--- src/hw/rtl/ble_adv_sensor_payload_parser_macros.svh ---
// Assertion helpers shared by the parser RTL.
`ifndef BLE_ADV_SENSOR_PAYLOAD_PARSER_MACROS_SVH
`define BLE_ADV_SENSOR_PAYLOAD_PARSER_MACROS_SVH

// Same-cycle implication, off while reset is held.
`define BLEADV_ASSERT_NOW(lbl, clk, rstn, ante, cons, msg) \
    lbl: assert property (@(posedge clk) disable iff (!rstn) (ante) |-> (cons)) \
        else $error(msg);

// Next-cycle implication, off while reset is held.
`define BLEADV_ASSERT_NEXT(lbl, clk, rstn, ante, cons, msg) \
    lbl: assert property (@(posedge clk) disable iff (!rstn) (ante) |=> (cons)) \
        else $error(msg);

`endif

--- src/hw/rtl/bleadv_pkg.sv ---
`default_nettype none

package bleadv_pkg;

    localparam int POS_W      = 8;
    localparam int CFG_IDX_W  = 2;
    localparam int CFG_DATA_W = 16;

    // configuration register indexes
    localparam logic [CFG_IDX_W-1:0] REG_COMPANY_CODE        = 2'd0;
    localparam logic [CFG_IDX_W-1:0] REG_MFG_TYPE_CODE       = 2'd1;
    localparam logic [CFG_IDX_W-1:0] REG_COUNTER_PAYLOAD_LEN = 2'd2;
    localparam logic [CFG_IDX_W-1:0] REG_CLIMATE_PAYLOAD_LEN = 2'd3;

    // profile codes
    localparam logic [1:0] PROF_NONE    = 2'd0;
    localparam logic [1:0] PROF_CLIMATE = 2'd1;
    localparam logic [1:0] PROF_COUNTER = 2'd2;

    localparam logic [15:0] COMPANY_CODE_RST = 16'hFFFF;
    localparam logic [7:0]  MFG_TYPE_RST     = 8'hFF;
    localparam logic [7:0]  COUNTER_LEN_RST  = 8'd6;
    localparam logic [7:0]  CLIMATE_LEN_RST  = 8'd10;

    typedef struct packed {
        logic [7:0]         adv_byte;
        logic               last_byte;
        logic signed [7:0]  signal_strength;
        logic [47:0]        device_address;
        logic [31:0]        timestamp_ms;
    } in_word_t;

    typedef struct packed {
        logic [1:0]         profile;
        logic [15:0]        node_id;
        logic signed [15:0] temperature;
        logic [7:0]         humidity;
        logic [7:0]         battery_level;
        logic [15:0]        sequence_res;
        logic [31:0]        event_count;
        logic signed [7:0]  rssi_out;
        logic [47:0]        address_out;
        logic [15:0]        company_out;
        logic [31:0]        time_out;
    } out_word_t;

    typedef struct packed {
        logic [15:0] company_code;
        logic [7:0]  mfg_type_code;
        logic [7:0]  counter_payload_len;
        logic [7:0]  climate_payload_len;
    } cfg_t;

    // match state carried per packet
    typedef struct packed {
        logic [1:0]         profile;
        logic [15:0]        node_id;
        logic signed [15:0] temperature;
        logic [7:0]         humidity;
        logic [7:0]         battery_level;
        logic [15:0]        sequence_res;
        logic [31:0]        event_count;
        logic [15:0]        company;
    } match_t;

endpackage

`default_nettype wire

--- src/hw/rtl/ble_adv_sensor_payload_parser.sv ---
// Advertising-packet sensor parser. Feed one packet byte per word on the s_ channel,
// marking the final byte with last_byte; signal strength, sender address and timestamp
// are sampled with that final word. The block walks the length-type-value segments as
// bytes arrive and latches the first manufacturer segment whose company code matches and
// whose payload length fits the counter profile (exact length) or the climate profile
// (minimum length); the counter profile wins when both fit. A zero length byte stops the
// walk, a segment cut off by the packet end never matches, and bytes past MAX_ADV_BYTES
// are ignored (their last_byte mark still counts). Exactly one record leaves on the m_
// channel per packet, all zeros when nothing matched. Throughput is one byte per clock
// except while a last byte waits: a word waits in an input register while short segment
// logic feeds the result register, which loads a record as its last byte is consumed, later
// only while the previous record still waits. Only the last byte of a packet waits for
// the result register to drain; other bytes flow on while a record is held.
// Configuration registers are written through cfg_wr_en / cfg_index / cfg_wdata and
// should only change while no packet is in flight.
`default_nettype none

module ble_adv_sensor_payload_parser #(
    parameter int MAX_ADV_BYTES = 255,
    parameter int CAPTURE_BYTES = 10
) (
    input  wire logic                                   aclk,
    input  wire logic                                   aresetn,

    input  wire logic                                   s_valid,
    output logic                                        s_ready,
    input  wire bleadv_pkg::in_word_t                   s_data,

    output logic                                        m_valid,
    input  wire logic                                   m_ready,
    output bleadv_pkg::out_word_t                       m_data,

    input  wire logic                                   cfg_wr_en,
    input  wire logic [bleadv_pkg::CFG_IDX_W-1:0]       cfg_index,
    input  wire logic [bleadv_pkg::CFG_DATA_W-1:0]      cfg_wdata
);

    // configuration registers
    bleadv_pkg::cfg_t cfg_reg;

    always_ff @(posedge aclk) begin
        if (!aresetn) begin
            cfg_reg.company_code        <= bleadv_pkg::COMPANY_CODE_RST;
            cfg_reg.mfg_type_code       <= bleadv_pkg::MFG_TYPE_RST;
            cfg_reg.counter_payload_len <= bleadv_pkg::COUNTER_LEN_RST;
            cfg_reg.climate_payload_len <= bleadv_pkg::CLIMATE_LEN_RST;
        end else if (cfg_wr_en) begin
            case (cfg_index)
                bleadv_pkg::REG_COMPANY_CODE: begin
                    cfg_reg.company_code <= cfg_wdata;
                end
                bleadv_pkg::REG_MFG_TYPE_CODE: begin
                    cfg_reg.mfg_type_code <= cfg_wdata[7:0];
                end
                bleadv_pkg::REG_COUNTER_PAYLOAD_LEN: begin
                    cfg_reg.counter_payload_len <= cfg_wdata[7:0];
                end
                bleadv_pkg::REG_CLIMATE_PAYLOAD_LEN: begin
                    cfg_reg.climate_payload_len <= cfg_wdata[7:0];
                end
                default: begin
                end
            endcase
        end
    end

    // input register
    logic                   in_valid_reg;
    bleadv_pkg::in_word_t   in_data_reg;
    logic                   out_free;
    logic                   advance;
    bleadv_pkg::match_t     match_next;

    // a last byte must find the result register free; plain bytes never wait
    assign advance = in_valid_reg && (!in_data_reg.last_byte || out_free);
    assign s_ready = !in_valid_reg || advance;

    always_ff @(posedge aclk) begin
        if (!aresetn) begin
            in_valid_reg <= 1'b0;
        end else if (s_ready) begin
            in_valid_reg <= s_valid;
        end
    end

    always_ff @(posedge aclk) begin
        if (s_ready && s_valid) begin
            in_data_reg <= s_data;
        end
    end

    // segment walk and match state
    bleadv_walker #(
        .MAX_ADV_BYTES (MAX_ADV_BYTES),
        .CAPTURE_BYTES (CAPTURE_BYTES)
    ) u_walker (
        .aclk       (aclk),
        .aresetn    (aresetn),
        .cfg        (cfg_reg),
        .step       (advance),
        .last       (in_data_reg.last_byte),
        .adv_byte   (in_data_reg.adv_byte),
        .match_next (match_next)
    );

    // result register
    bleadv_out_stage u_out (
        .aclk     (aclk),
        .aresetn  (aresetn),
        .load     (advance && in_data_reg.last_byte),
        .match_in (match_next),
        .word_in  (in_data_reg),
        .out_free (out_free),
        .m_valid  (m_valid),
        .m_ready  (m_ready),
        .m_data   (m_data)
    );

endmodule

`default_nettype wire

--- src/hw/rtl/bleadv_walker.sv ---
`default_nettype none
`include "ble_adv_sensor_payload_parser_macros.svh"

module bleadv_walker #(
    parameter int MAX_ADV_BYTES = 255,
    parameter int CAPTURE_BYTES = 10
) (
    input  wire logic              aclk,
    input  wire logic              aresetn,
    input  wire bleadv_pkg::cfg_t  cfg,
    input  wire logic              step,
    input  wire logic              last,
    input  wire logic [7:0]        adv_byte,
    output bleadv_pkg::match_t     match_next
);

    localparam int POS_W = bleadv_pkg::POS_W;

    logic [POS_W-1:0]     pos_reg, pos_next;
    logic [7:0]           rem_reg, rem_next;
    logic [7:0]           len_reg, len_next;
    logic [7:0]           type_reg, type_next;
    logic [7:0]           cap_reg [CAPTURE_BYTES];
    logic [7:0]           cap_next [CAPTURE_BYTES];
    logic                 stopped_reg, stopped_next;
    bleadv_pkg::match_t   match_reg;

    logic [7:0]  k;
    logic [7:0]  k_m1;
    logic        seg_done;
    logic [7:0]  pay_len;
    logic [15:0] comp;

    always_comb begin
        pos_next     = pos_reg;
        rem_next     = rem_reg;
        len_next     = len_reg;
        type_next    = type_reg;
        stopped_next = stopped_reg;
        match_next   = match_reg;
        cap_next     = cap_reg;
        k            = len_reg - rem_reg;
        k_m1         = k - 8'd1;
        seg_done     = 1'b0;

        if (pos_reg < POS_W'(MAX_ADV_BYTES)) begin
            pos_next = pos_reg + POS_W'(1);
            if (!stopped_reg) begin
                if (rem_reg == 8'd0) begin
                    // length byte: zero ends the walk
                    if (adv_byte == 8'd0) begin
                        stopped_next = 1'b1;
                    end else begin
                        len_next = adv_byte;
                        rem_next = adv_byte;
                        for (int i = 0; i < CAPTURE_BYTES; i++) begin
                            cap_next[i] = 8'd0;
                        end
                    end
                end else begin
                    if (k == 8'd0) begin
                        type_next = adv_byte;
                    end else begin
                        for (int i = 0; i < CAPTURE_BYTES; i++) begin
                            if (k_m1 == 8'(i)) begin
                                cap_next[i] = adv_byte;
                            end
                        end
                    end
                    rem_next = rem_reg - 8'd1;
                    seg_done = (rem_next == 8'd0);
                end
            end
        end

        pay_len = len_reg - 8'd1;
        comp    = {cap_next[1], cap_next[0]};

        if (seg_done && type_next == cfg.mfg_type_code && comp == cfg.company_code) begin
            if (pay_len == cfg.counter_payload_len) begin
                match_next               = '0;
                match_next.profile       = bleadv_pkg::PROF_COUNTER;
                match_next.event_count   = {cap_next[5], cap_next[4], cap_next[3], cap_next[2]};
                match_next.sequence_res  = {cap_next[3], cap_next[2]};
                match_next.company       = comp;
                stopped_next             = 1'b1;
            end else if (pay_len >= cfg.climate_payload_len) begin
                match_next               = '0;
                match_next.profile       = bleadv_pkg::PROF_CLIMATE;
                match_next.node_id       = {cap_next[3], cap_next[2]};
                match_next.temperature   = {cap_next[5], cap_next[4]};
                match_next.humidity      = cap_next[6];
                match_next.battery_level = cap_next[7];
                match_next.sequence_res  = {cap_next[9], cap_next[8]};
                match_next.company       = comp;
                stopped_next             = 1'b1;
            end
        end
    end

    always_ff @(posedge aclk) begin
        if (!aresetn) begin
            pos_reg     <= '0;
            rem_reg     <= '0;
            len_reg     <= '0;
            type_reg    <= '0;
            stopped_reg <= 1'b0;
            match_reg   <= '0;
        end else if (step) begin
            if (last) begin
                pos_reg     <= '0;
                rem_reg     <= '0;
                len_reg     <= '0;
                type_reg    <= '0;
                stopped_reg <= 1'b0;
                match_reg   <= '0;
            end else begin
                pos_reg     <= pos_next;
                rem_reg     <= rem_next;
                len_reg     <= len_next;
                type_reg    <= type_next;
                stopped_reg <= stopped_next;
                match_reg   <= match_next;
            end
        end
    end

    // capture bytes: zeroed at each packet end, no reset needed
    always_ff @(posedge aclk) begin
        if (step) begin
            for (int i = 0; i < CAPTURE_BYTES; i++) begin
                cap_reg[i] <= last ? 8'd0 : cap_next[i];
            end
        end
    end

    `BLEADV_ASSERT_NOW(a_pos_bounded, aclk, aresetn, 1'b1, pos_reg <= POS_W'(MAX_ADV_BYTES), "byte position ran past the packet limit")
    `BLEADV_ASSERT_NOW(a_match_stops, aclk, aresetn, match_reg.profile != bleadv_pkg::PROF_NONE, stopped_reg, "match held while walk still running")
    `BLEADV_ASSERT_NEXT(a_clear_on_last, aclk, aresetn, step && last, pos_reg == '0 && match_reg.profile == bleadv_pkg::PROF_NONE && !stopped_reg, "packet state not cleared after last byte")

endmodule

`default_nettype wire

--- src/hw/rtl/bleadv_out_stage.sv ---
`default_nettype none
`include "ble_adv_sensor_payload_parser_macros.svh"

module bleadv_out_stage (
    input  wire logic                  aclk,
    input  wire logic                  aresetn,
    input  wire logic                  load,
    input  wire bleadv_pkg::match_t    match_in,
    input  wire bleadv_pkg::in_word_t  word_in,
    output logic                       out_free,
    output logic                       m_valid,
    input  wire logic                  m_ready,
    output bleadv_pkg::out_word_t      m_data
);

    logic                    valid_reg;
    bleadv_pkg::out_word_t   data_reg;
    bleadv_pkg::out_word_t   data_next;
    logic                    hit;

    always_comb begin
        hit                     = (match_in.profile != bleadv_pkg::PROF_NONE);
        data_next.profile       = match_in.profile;
        data_next.node_id       = match_in.node_id;
        data_next.temperature   = match_in.temperature;
        data_next.humidity      = match_in.humidity;
        data_next.battery_level = match_in.battery_level;
        data_next.sequence_res  = match_in.sequence_res;
        data_next.event_count   = match_in.event_count;
        data_next.company_out   = match_in.company;
        // sampled side fields only go out with a match
        data_next.rssi_out      = hit ? word_in.signal_strength : 8'sd0;
        data_next.address_out   = hit ? word_in.device_address : 48'd0;
        data_next.time_out      = hit ? word_in.timestamp_ms : 32'd0;
    end

    assign out_free = !valid_reg || m_ready;
    assign m_valid  = valid_reg;
    assign m_data   = data_reg;

    always_ff @(posedge aclk) begin
        if (!aresetn) begin
            valid_reg <= 1'b0;
        end else if (load) begin
            valid_reg <= 1'b1;
        end else if (m_ready) begin
            valid_reg <= 1'b0;
        end
    end

    always_ff @(posedge aclk) begin
        if (load) begin
            data_reg <= data_next;
        end
    end

    `BLEADV_ASSERT_NEXT(a_load_shows, aclk, aresetn, load, valid_reg, "loaded record not presented")
    `BLEADV_ASSERT_NOW(a_nomatch_zero, aclk, aresetn, valid_reg && data_reg.profile == bleadv_pkg::PROF_NONE, data_reg.address_out == 48'd0 && data_reg.time_out == 32'd0 && data_reg.company_out == 16'd0, "no-match record carries data")

endmodule

`default_nettype wire
--- config.mk ---
export PLATFORM = sky130hd
export DESIGN_NAME = ble_adv_sensor_payload_parser
export DESIGN_NICKNAME = d
export VERILOG_FILES = /design/src/hw/rtl/bleadv_pkg.sv /design/src/hw/rtl/ble_adv_sensor_payload_parser.sv /design/src/hw/rtl/bleadv_walker.sv /design/src/hw/rtl/bleadv_out_stage.sv
export VERILOG_INCLUDE_DIRS = /design/src /design/src/hw/rtl
export SDC_FILE = /design/constraint.sdc
export NUM_CORES = 1
export LEC_CHECK = 0
export BUFFER_PORTS_ARGS = -buffer_cell sky130_fd_sc_hd__buf_2
export CORE_MARGIN = 4
export CORE_UTILIZATION = 44
export DETAILED_ROUTE_END_ITERATION = 16
export GPL_TIMING_DRIVEN = 1
export PLACE_DENSITY = 0.69
export REMOVE_ABC_BUFFERS = 1
export SLEW_MARGIN = 20
export SYNTH_ARGS = -nofsm -noshare
export SYNTH_HDL_FRONTEND = slang
export SYNTH_SLANG_ARGS = --single-unit
--- constraint.sdc ---
create_clock -name aclk -period 7.85 [get_ports aclk]
set_input_delay 0.3925 -clock aclk [delete_from_list [all_inputs] [get_ports aclk]]
set_output_delay 0.3925 -clock aclk [all_outputs]
set_load 0.05 [all_outputs]
Yosys cells after proc, flatten, opt, wreduce, memory -nomap -nowiden
Cells that the tools add are included.
Word-level totals
  register bits: 568
  bits in latches: 0
  memory bits (writable): 0
  bits in read-only memories: 0
  bits of input ports: 120
  output and inout bits: 204
  word-level logic and storage cells: 146
  memories: 0
Operators by class
  add/sub/neg operators: 5
  $mul: 0
  div/mod/pow operators: 0
  magnitude comparators: 2
  eq/ne operators: 18
  shifts and indexed selects: 0
  mux-type cells: 48
  bitwise gates (word level): 0
  reduce and logical (&&, ||, !) cells: 28
Operator list (number)
  $mux 114: 4
  $mux 80: 5
  $mux 8: 26
  $logic_not 8->1: 5
  $eq 8x3->1 const B: 4
  $sub 8x1->8 const B: 3
  $eq 16x16->1: 1
  $eq 8x2->1 const B: 2
  $eq 8x4->1 const B: 2
  $eq 8x8->1: 2
  $mux 1: 13
  $reduce_and 2->1: 5
  $add 8x1->8 const B: 1
  $eq 8x1->1 const B: 1
  $ge 8x8->1: 1
  $lt 8x8->1 const B: 1
  $reduce_bool 2->1: 4
  $sub 8x8->8: 1
  $logic_and 1x1->1: 5
  $reduce_and 5->1: 1
  $eq 2x2->1 const B: 2
  $ne 2x2->1 const B: 2
  $reduce_and 4->1: 1
  $logic_not 1->1: 3
  4 further kinds: 6

Logic depth before layout (Yosys ltp)
  depth in word-level cells: 12
  depth in mapped cells: 18
  depth with buffers taken out: 14

Hierarchy
From an unflattened synthesis, not the netlist that was laid out.
Second synthesis, totals
  cells, all modules: 1946
  area total of the unflattened synthesis: 23593.9 sq um
Modules (own cells, without submodules)
  bleadv_walker: times used 1, cells each 1376, area each 12225.5 sq um, sequential area each 5345.1 sq um
  bleadv_out_stage: times used 1, cells each 304, area each 6729.0 sq um, sequential area each 6085.8 sq um
  ble_adv_sensor_payload_parser: times used 1, cells each 266, area each 4639.4 sq um, sequential area each 3733.6 sq um

Least setup slack after synthesis
No wires, ideal clock.
  path kind: flip-flop to flip-flop
  from: register in_data_reg[88] in the netlist's numbering
  to: register in_data_reg[0] in the netlist's numbering, enable pin
  setup time: 0.610 ns
  arrival: 6.281 ns
  setup slack: 0.959 ns
  cell stages (with the launch flop): 5
  period minus slack after synthesis: 6.891 ns
  path through: edfxtp_1 -> clkbuf_1 -> clkbuf_1 -> buf_1 -> a31oi_1
On the way
  word-level cells in the longest chain between the ends: 5
Ends and longest elaborated chain
  start: declaration: line ble_adv_sensor_payload_parser.sv:69  | bleadv_pkg::in_word_t in_data_reg;
  start signal: assignment: line ble_adv_sensor_payload_parser.sv:88  | in_data_reg <= s_data;
  $logic_not 1->1: line ble_adv_sensor_payload_parser.sv:75  | assign advance = in_valid_reg && (!in_data_reg.last_byte || out_free);
  $logic_or 1x1->1: line ble_adv_sensor_payload_parser.sv:75
  $logic_and 1x1->1: line ble_adv_sensor_payload_parser.sv:75
  $logic_or 1x1->1: line ble_adv_sensor_payload_parser.sv:76  | assign s_ready = !in_valid_reg || advance;
  $logic_and 1x1->1: line ble_adv_sensor_payload_parser.sv:87  | if (s_ready && s_valid) begin
Every way passes these cells.
A chain may end at the register's enable or synchronous reset.

Final worst setup path
  from: register u_walker.len_reg[0]
  to: register u_out.data_reg (netlist bit u_out.m_data[82]) (data pin)
On the way
  word-level cells in the longest chain between the ends: 12
Ends and longest elaborated chain
  start: declaration: line bleadv_walker.sv:21  | logic [7:0] len_reg, len_next;
  start signal: assignment: line bleadv_walker.sv:120  | len_reg <= len_next;
  $sub 8x8->8: line bleadv_walker.sv:42  | k = len_reg - rem_reg;
  $sub 8x1->8: line bleadv_walker.sv:43  | k_m1 = k - 8'd1;
  $eq 8x1->1 / $logic_not 8->1 (equally long branches): line bleadv_walker.sv:65  | if (k_m1 == 8'(i)) begin
  $mux 8: line bleadv_walker.sv:65
  $mux 80: line bleadv_walker.sv:61  | if (k == 8'd0) begin
  $mux 80: line bleadv_walker.sv:49  | if (rem_reg == 8'd0) begin
  $mux 80: line bleadv_walker.sv:48  | if (!stopped_reg) begin
  $mux 80: line bleadv_walker.sv:46  | if (pos_reg < POS_W'(MAX_ADV_BYTES)) begin
  $eq 16x16->1: line bleadv_walker.sv:79  | if (seg_done && type_next == cfg.mfg_type_code && comp == cfg.company_code) begin
  $logic_and 1x1->1: line bleadv_walker.sv:79
  $mux 114 *: line bleadv_walker.sv:79
  $reduce_bool 2->1 *: line bleadv_out_stage.sv:22  | hit = (match_in.profile != bleadv_pkg::PROF_NONE);
  end signal: assignment: line bleadv_out_stage.sv:53  | data_reg <= data_next;
  end: declaration: line bleadv_out_stage.sv:17  | bleadv_pkg::out_word_t data_reg;
Every way passes the cells marked *; elsewhere a longest branch is shown, timed or not.

==> impl_results.md <==
- GRT overflow: 0
- Nets: around 2500
- R2r startpoint: u_walker.len_reg[0]$_SDFFE_PN0P_
- GR Util met2: a little under two fifths
- Worst vdd ir: approximately 0.00027 V
- Setup CP Type: reg2reg
- Fraction of layout cells with a size suffix above 1: roughly a fifth
- Placed Cells incl. Taps: between 2000 and 3000
- Initial core utilization: between 40% and 50%
- Worst Hold Class: in2reg
- GR peak layer: met2
- Area Growth Syn to Fin: 22.5%
- Final ANT Viol Nets: 0
- Fillers: 4277
- Commonest non-fill, non-tap cell in the layout: edfxtp_1
- Max reg flops: about 200
- Crit path max-delay family: simple AND/OR/NAND/NOR gates
- Max stage delay cell, worst path: nor4_1
- Critical path depth: 16
- Worst-skew pair later-pin latency: roughly 0.64 ns
- Setup TNS: 0 ns
- Syn Inst Count: a little under 2000
- Buf/Inv on CP: 3
- Pwr Density: about 250 nW/µm²
- Reg-to-Reg End: u_out.m_data[82]$_SDFFCE_PN0P_
- Fmax: between 150 and 200 MHz
- Die W: between 200 and 250 µm
- I/O Buffers: roughly 320
- Synth Area in XOR/XNOR: about 1.5%
- DRC errors left: 0
- Num CTS Buffers: slightly below 60
- CTS tree: built
- Synth Area in Simple Gates: ~14%
- Rel. slew slack: between 20% and 30%
- Commonest cells after routing, fill and taps aside: 379 x edfxtp_1, 323 x buf_2, 219 x nand2_1
- Global Route Usage Sum: 22.8%
- CTS root buf: clkbuf_16
- RSZ-0062 raised after global routing: no
- Worst path max stage delay: roughly 0.70 ns
- Synth Warn #: 0
- Worst Skew: around 0.034 ns
- Post-synth EDFFs: 379
- Clk pin slew, worst setup/hold paths: 0.07 ns
- Power consumption: around 7 mW
- Setup crit end kind: flip-flop
- PostCTS Resize Cnt: 0
- Largest family of logic cells by synthesized area: compound AO/OA/AOI/OAI gates
- Post-synthesis compound-gate area fraction: 15.2%
- Crit path launch type: flip-flop
- Critical Path Sink: u_out.m_data[82]$_SDFFCE_PN0P_
- Synth cell types: 83
- CTS H-tree lvls: 2
- FF-to-FF path depth: 16
- Static Leak: about 11 nW
- Synth Area in Adders: under 10%
- Die area: roughly 57000 µm²
- CP arrival: ~6.5 ns
- Synth async-reset ratio: 0%
- Fin. Hold Viols: 0
- Final critical-path setup slack: about 1.9 ns
- Largest net degree at the start of global routing: ~130
- CP startpoint: u_walker.len_reg[0]$_SDFFE_PN0P_
- Met3 GRT Util: 5.76%
- Max cap viols: 0
- Status: finished clean
- Detailed-route via count: approximately 17000
- Drt via density: approximately 5.6
- Post-route cell area: around 28000 µm²
- Routed len/inst: roughly 22 µm
- CP cell instances: inv_1 -> ha_1 -> fa_1 -> nand2b_1 -> a21oi_1 -> xnor2_1 -> nand3_1 -> nor2_1 -> mux2_2 -> xnor2_1 -> nor4_1 -> nand4_4 -> buf_4 -> nand2_2 -> buf_4 -> and2_1
- First-pass GRT wire length: 102 mm
- Tcrit/Tclk final: between 70% and 80%
- Sequential-to-total area share from yosys stat: approximately 65%
- Non-filler cells in the finished layout: roughly 3100
- Final setup viols: 0
- Slew at the pin with the worst max-slew slack: 1.16 ns
- Setup bufs post-CTS: 0
- DRT Pass-1 Iters: 6
- Placer Congestion: 0.886
- Standard-cell rows: 83
- Max FO, Critical Path: 88
- Number of global-route vias before repair: between 15000 and 20000
- CTS max path bufs: 3
- Avg Cell Area, Syn: approximately 12 µm²
- Synthesized area: 23200 µm²
- Count of pins over their slew limit: 0
- Core Footprint: approximately 52000 µm²
- Final HPWL DP: 42.6 mm
- Pre-CTS setup slack: 1.90 ns
- Yosys reg bits: 568
- Post-CTS Hold Buffers: between 100 and 150
- Required @ worst endpoint: about 8.4 ns
- # clock sinks: roughly 570
- Die span in y: around 240 µm
- Initial antenna violation count: 2
- Setup slack, reg-to-reg: about 1.9 ns
- Post-DP Area: ~25000 µm²
- Io pins: about 320
- Routing usage on met1: between 20% and 30%
- Iteration-0 DRC Markers: between 1500 and 2000
- DRT Wirelength: ~67 mm
- Mux contribution to synthesized area: less than 1%
- Final min period: 5.99 ns
- Ys flop type: edfxtp_1
cell usage after synthesis (all sizes together), types with 18 or more instances:
library cell | count | share of area [%]
edfxtp | 379 | 49
nand2 | 222 | 3.6
dfxtp | 189 | 16
o21ai | 146 | 3.2
nor2 | 131 | 2.1
o2bb2ai | 106 | 4.0
and2 | 95 | 2.6
clkbuf | 82 | 1.3
a22oi | 80 | 2.6
nand3 | 56 | 1.2
inv | 46 | 0.74
a21oi | 44 | 0.95
buf | 31 | 0.79
nor2b | 30 | 0.81
nor3 | 21 | 0.45
o211ai | 21 | 0.68
xnor2 | 21 | 0.79
a21boi | 20 | 0.65
ha | 20 | 1.1
xor2 | 18 | 0.68
kinds of logic (layout without fill, tap and decap cells):
logic type	after synthesis	in the layout
simple gates	657	657
flops	568	568
compound gates	502	502
buf+inv	159	608
xor+xnor	39	39
fa+ha+maj	21	21
mux	4	4
other cells	0	2
final cells by class:
class | instances | area [µm²] | share of cell area (%)
antenna | 2 | 5.00 | 0.0176
clock buffer | 70 | 1580 | 5.55
clock inverter | 38 | 362 | 1.27
inverter | 46 | 181 | 0.637
multi-input combinational | 1223 | 7460 | 26.2
sequential | 568 | 15200 | 53.3
tap | 680 | 851 | 2.99
timing repair buffer | 454 | 2860 | 10.0
routing by layer:
| metal | vias to the layer above | wire length, µm |
|---|---|---|
| met4 | 0 | 1950 |
| met2 | 742 | 31900 |
| met1 | 8425 | 26900 |
| met5 | - | 0 |
| met3 | 119 | 5880 |
| li1 | 8050 | - |
power by group:
part	switching, mW	total [mW]	internal (mW)
clock network	1.20	2.81	1.61
logic	0.614	0.873	0.259
registers	0.0379	3.32	3.28
total	1.85	7.00	5.15
worst register-to-register path: stages (launching register included):
cell and delay [ns]:
dfxtp_1 0.43, inv_1 0.13, ha_1 0.26, fa_1 0.44
nand2b_1 0.17, a21oi_1 0.35, xnor2_1 0.26, nand3_1 0.49
nor2_1 0.34, mux2_2 0.43, xnor2_1 0.16, nor4_1 0.70
nand4_4 0.32, buf_4 0.40, nand2_2 0.14, buf_4 0.56
and2_1 0.30
stage by stage:
stage	hold WS [ns]	util, %
5_1_grt	0.0383	54.9
4_1_cts	0.0193	54.9
3_5_place_dp	0.446	49.1
2_1_floorplan	0.432	-
3_3_place_gp	0.444	49.1
6_report	0.0457	54.9
worst min path at each step:
stage	slack, ns	start	depth (start not counted)	to
floorplan	0.43	u_walker.match_reg[0]$_SDFFE_PN0P_	1	u_walker.match_reg[0]$_SDFFE_PN0P_
global placement	0.44	u_walker.match_reg[44]$_SDFFE_PN0P_	1	u_walker.match_reg[44]$_SDFFE_PN0P_
detailed placement	0.45	u_walker.match_reg[100]$_SDFFE_PN0P_	1	u_walker.match_reg[100]$_SDFFE_PN0P_
CTS	0.02	cfg_wdata[15]	3	cfg_reg[39]$_SDFFE_PN1P_
global route	0.04	cfg_wdata[15]	3	cfg_reg[39]$_SDFFE_PN1P_
finish	0.05	cfg_wdata[15]	3	cfg_reg[39]$_SDFFE_PN1P_
Note: power is estimated with default switching activity, not from simulation.
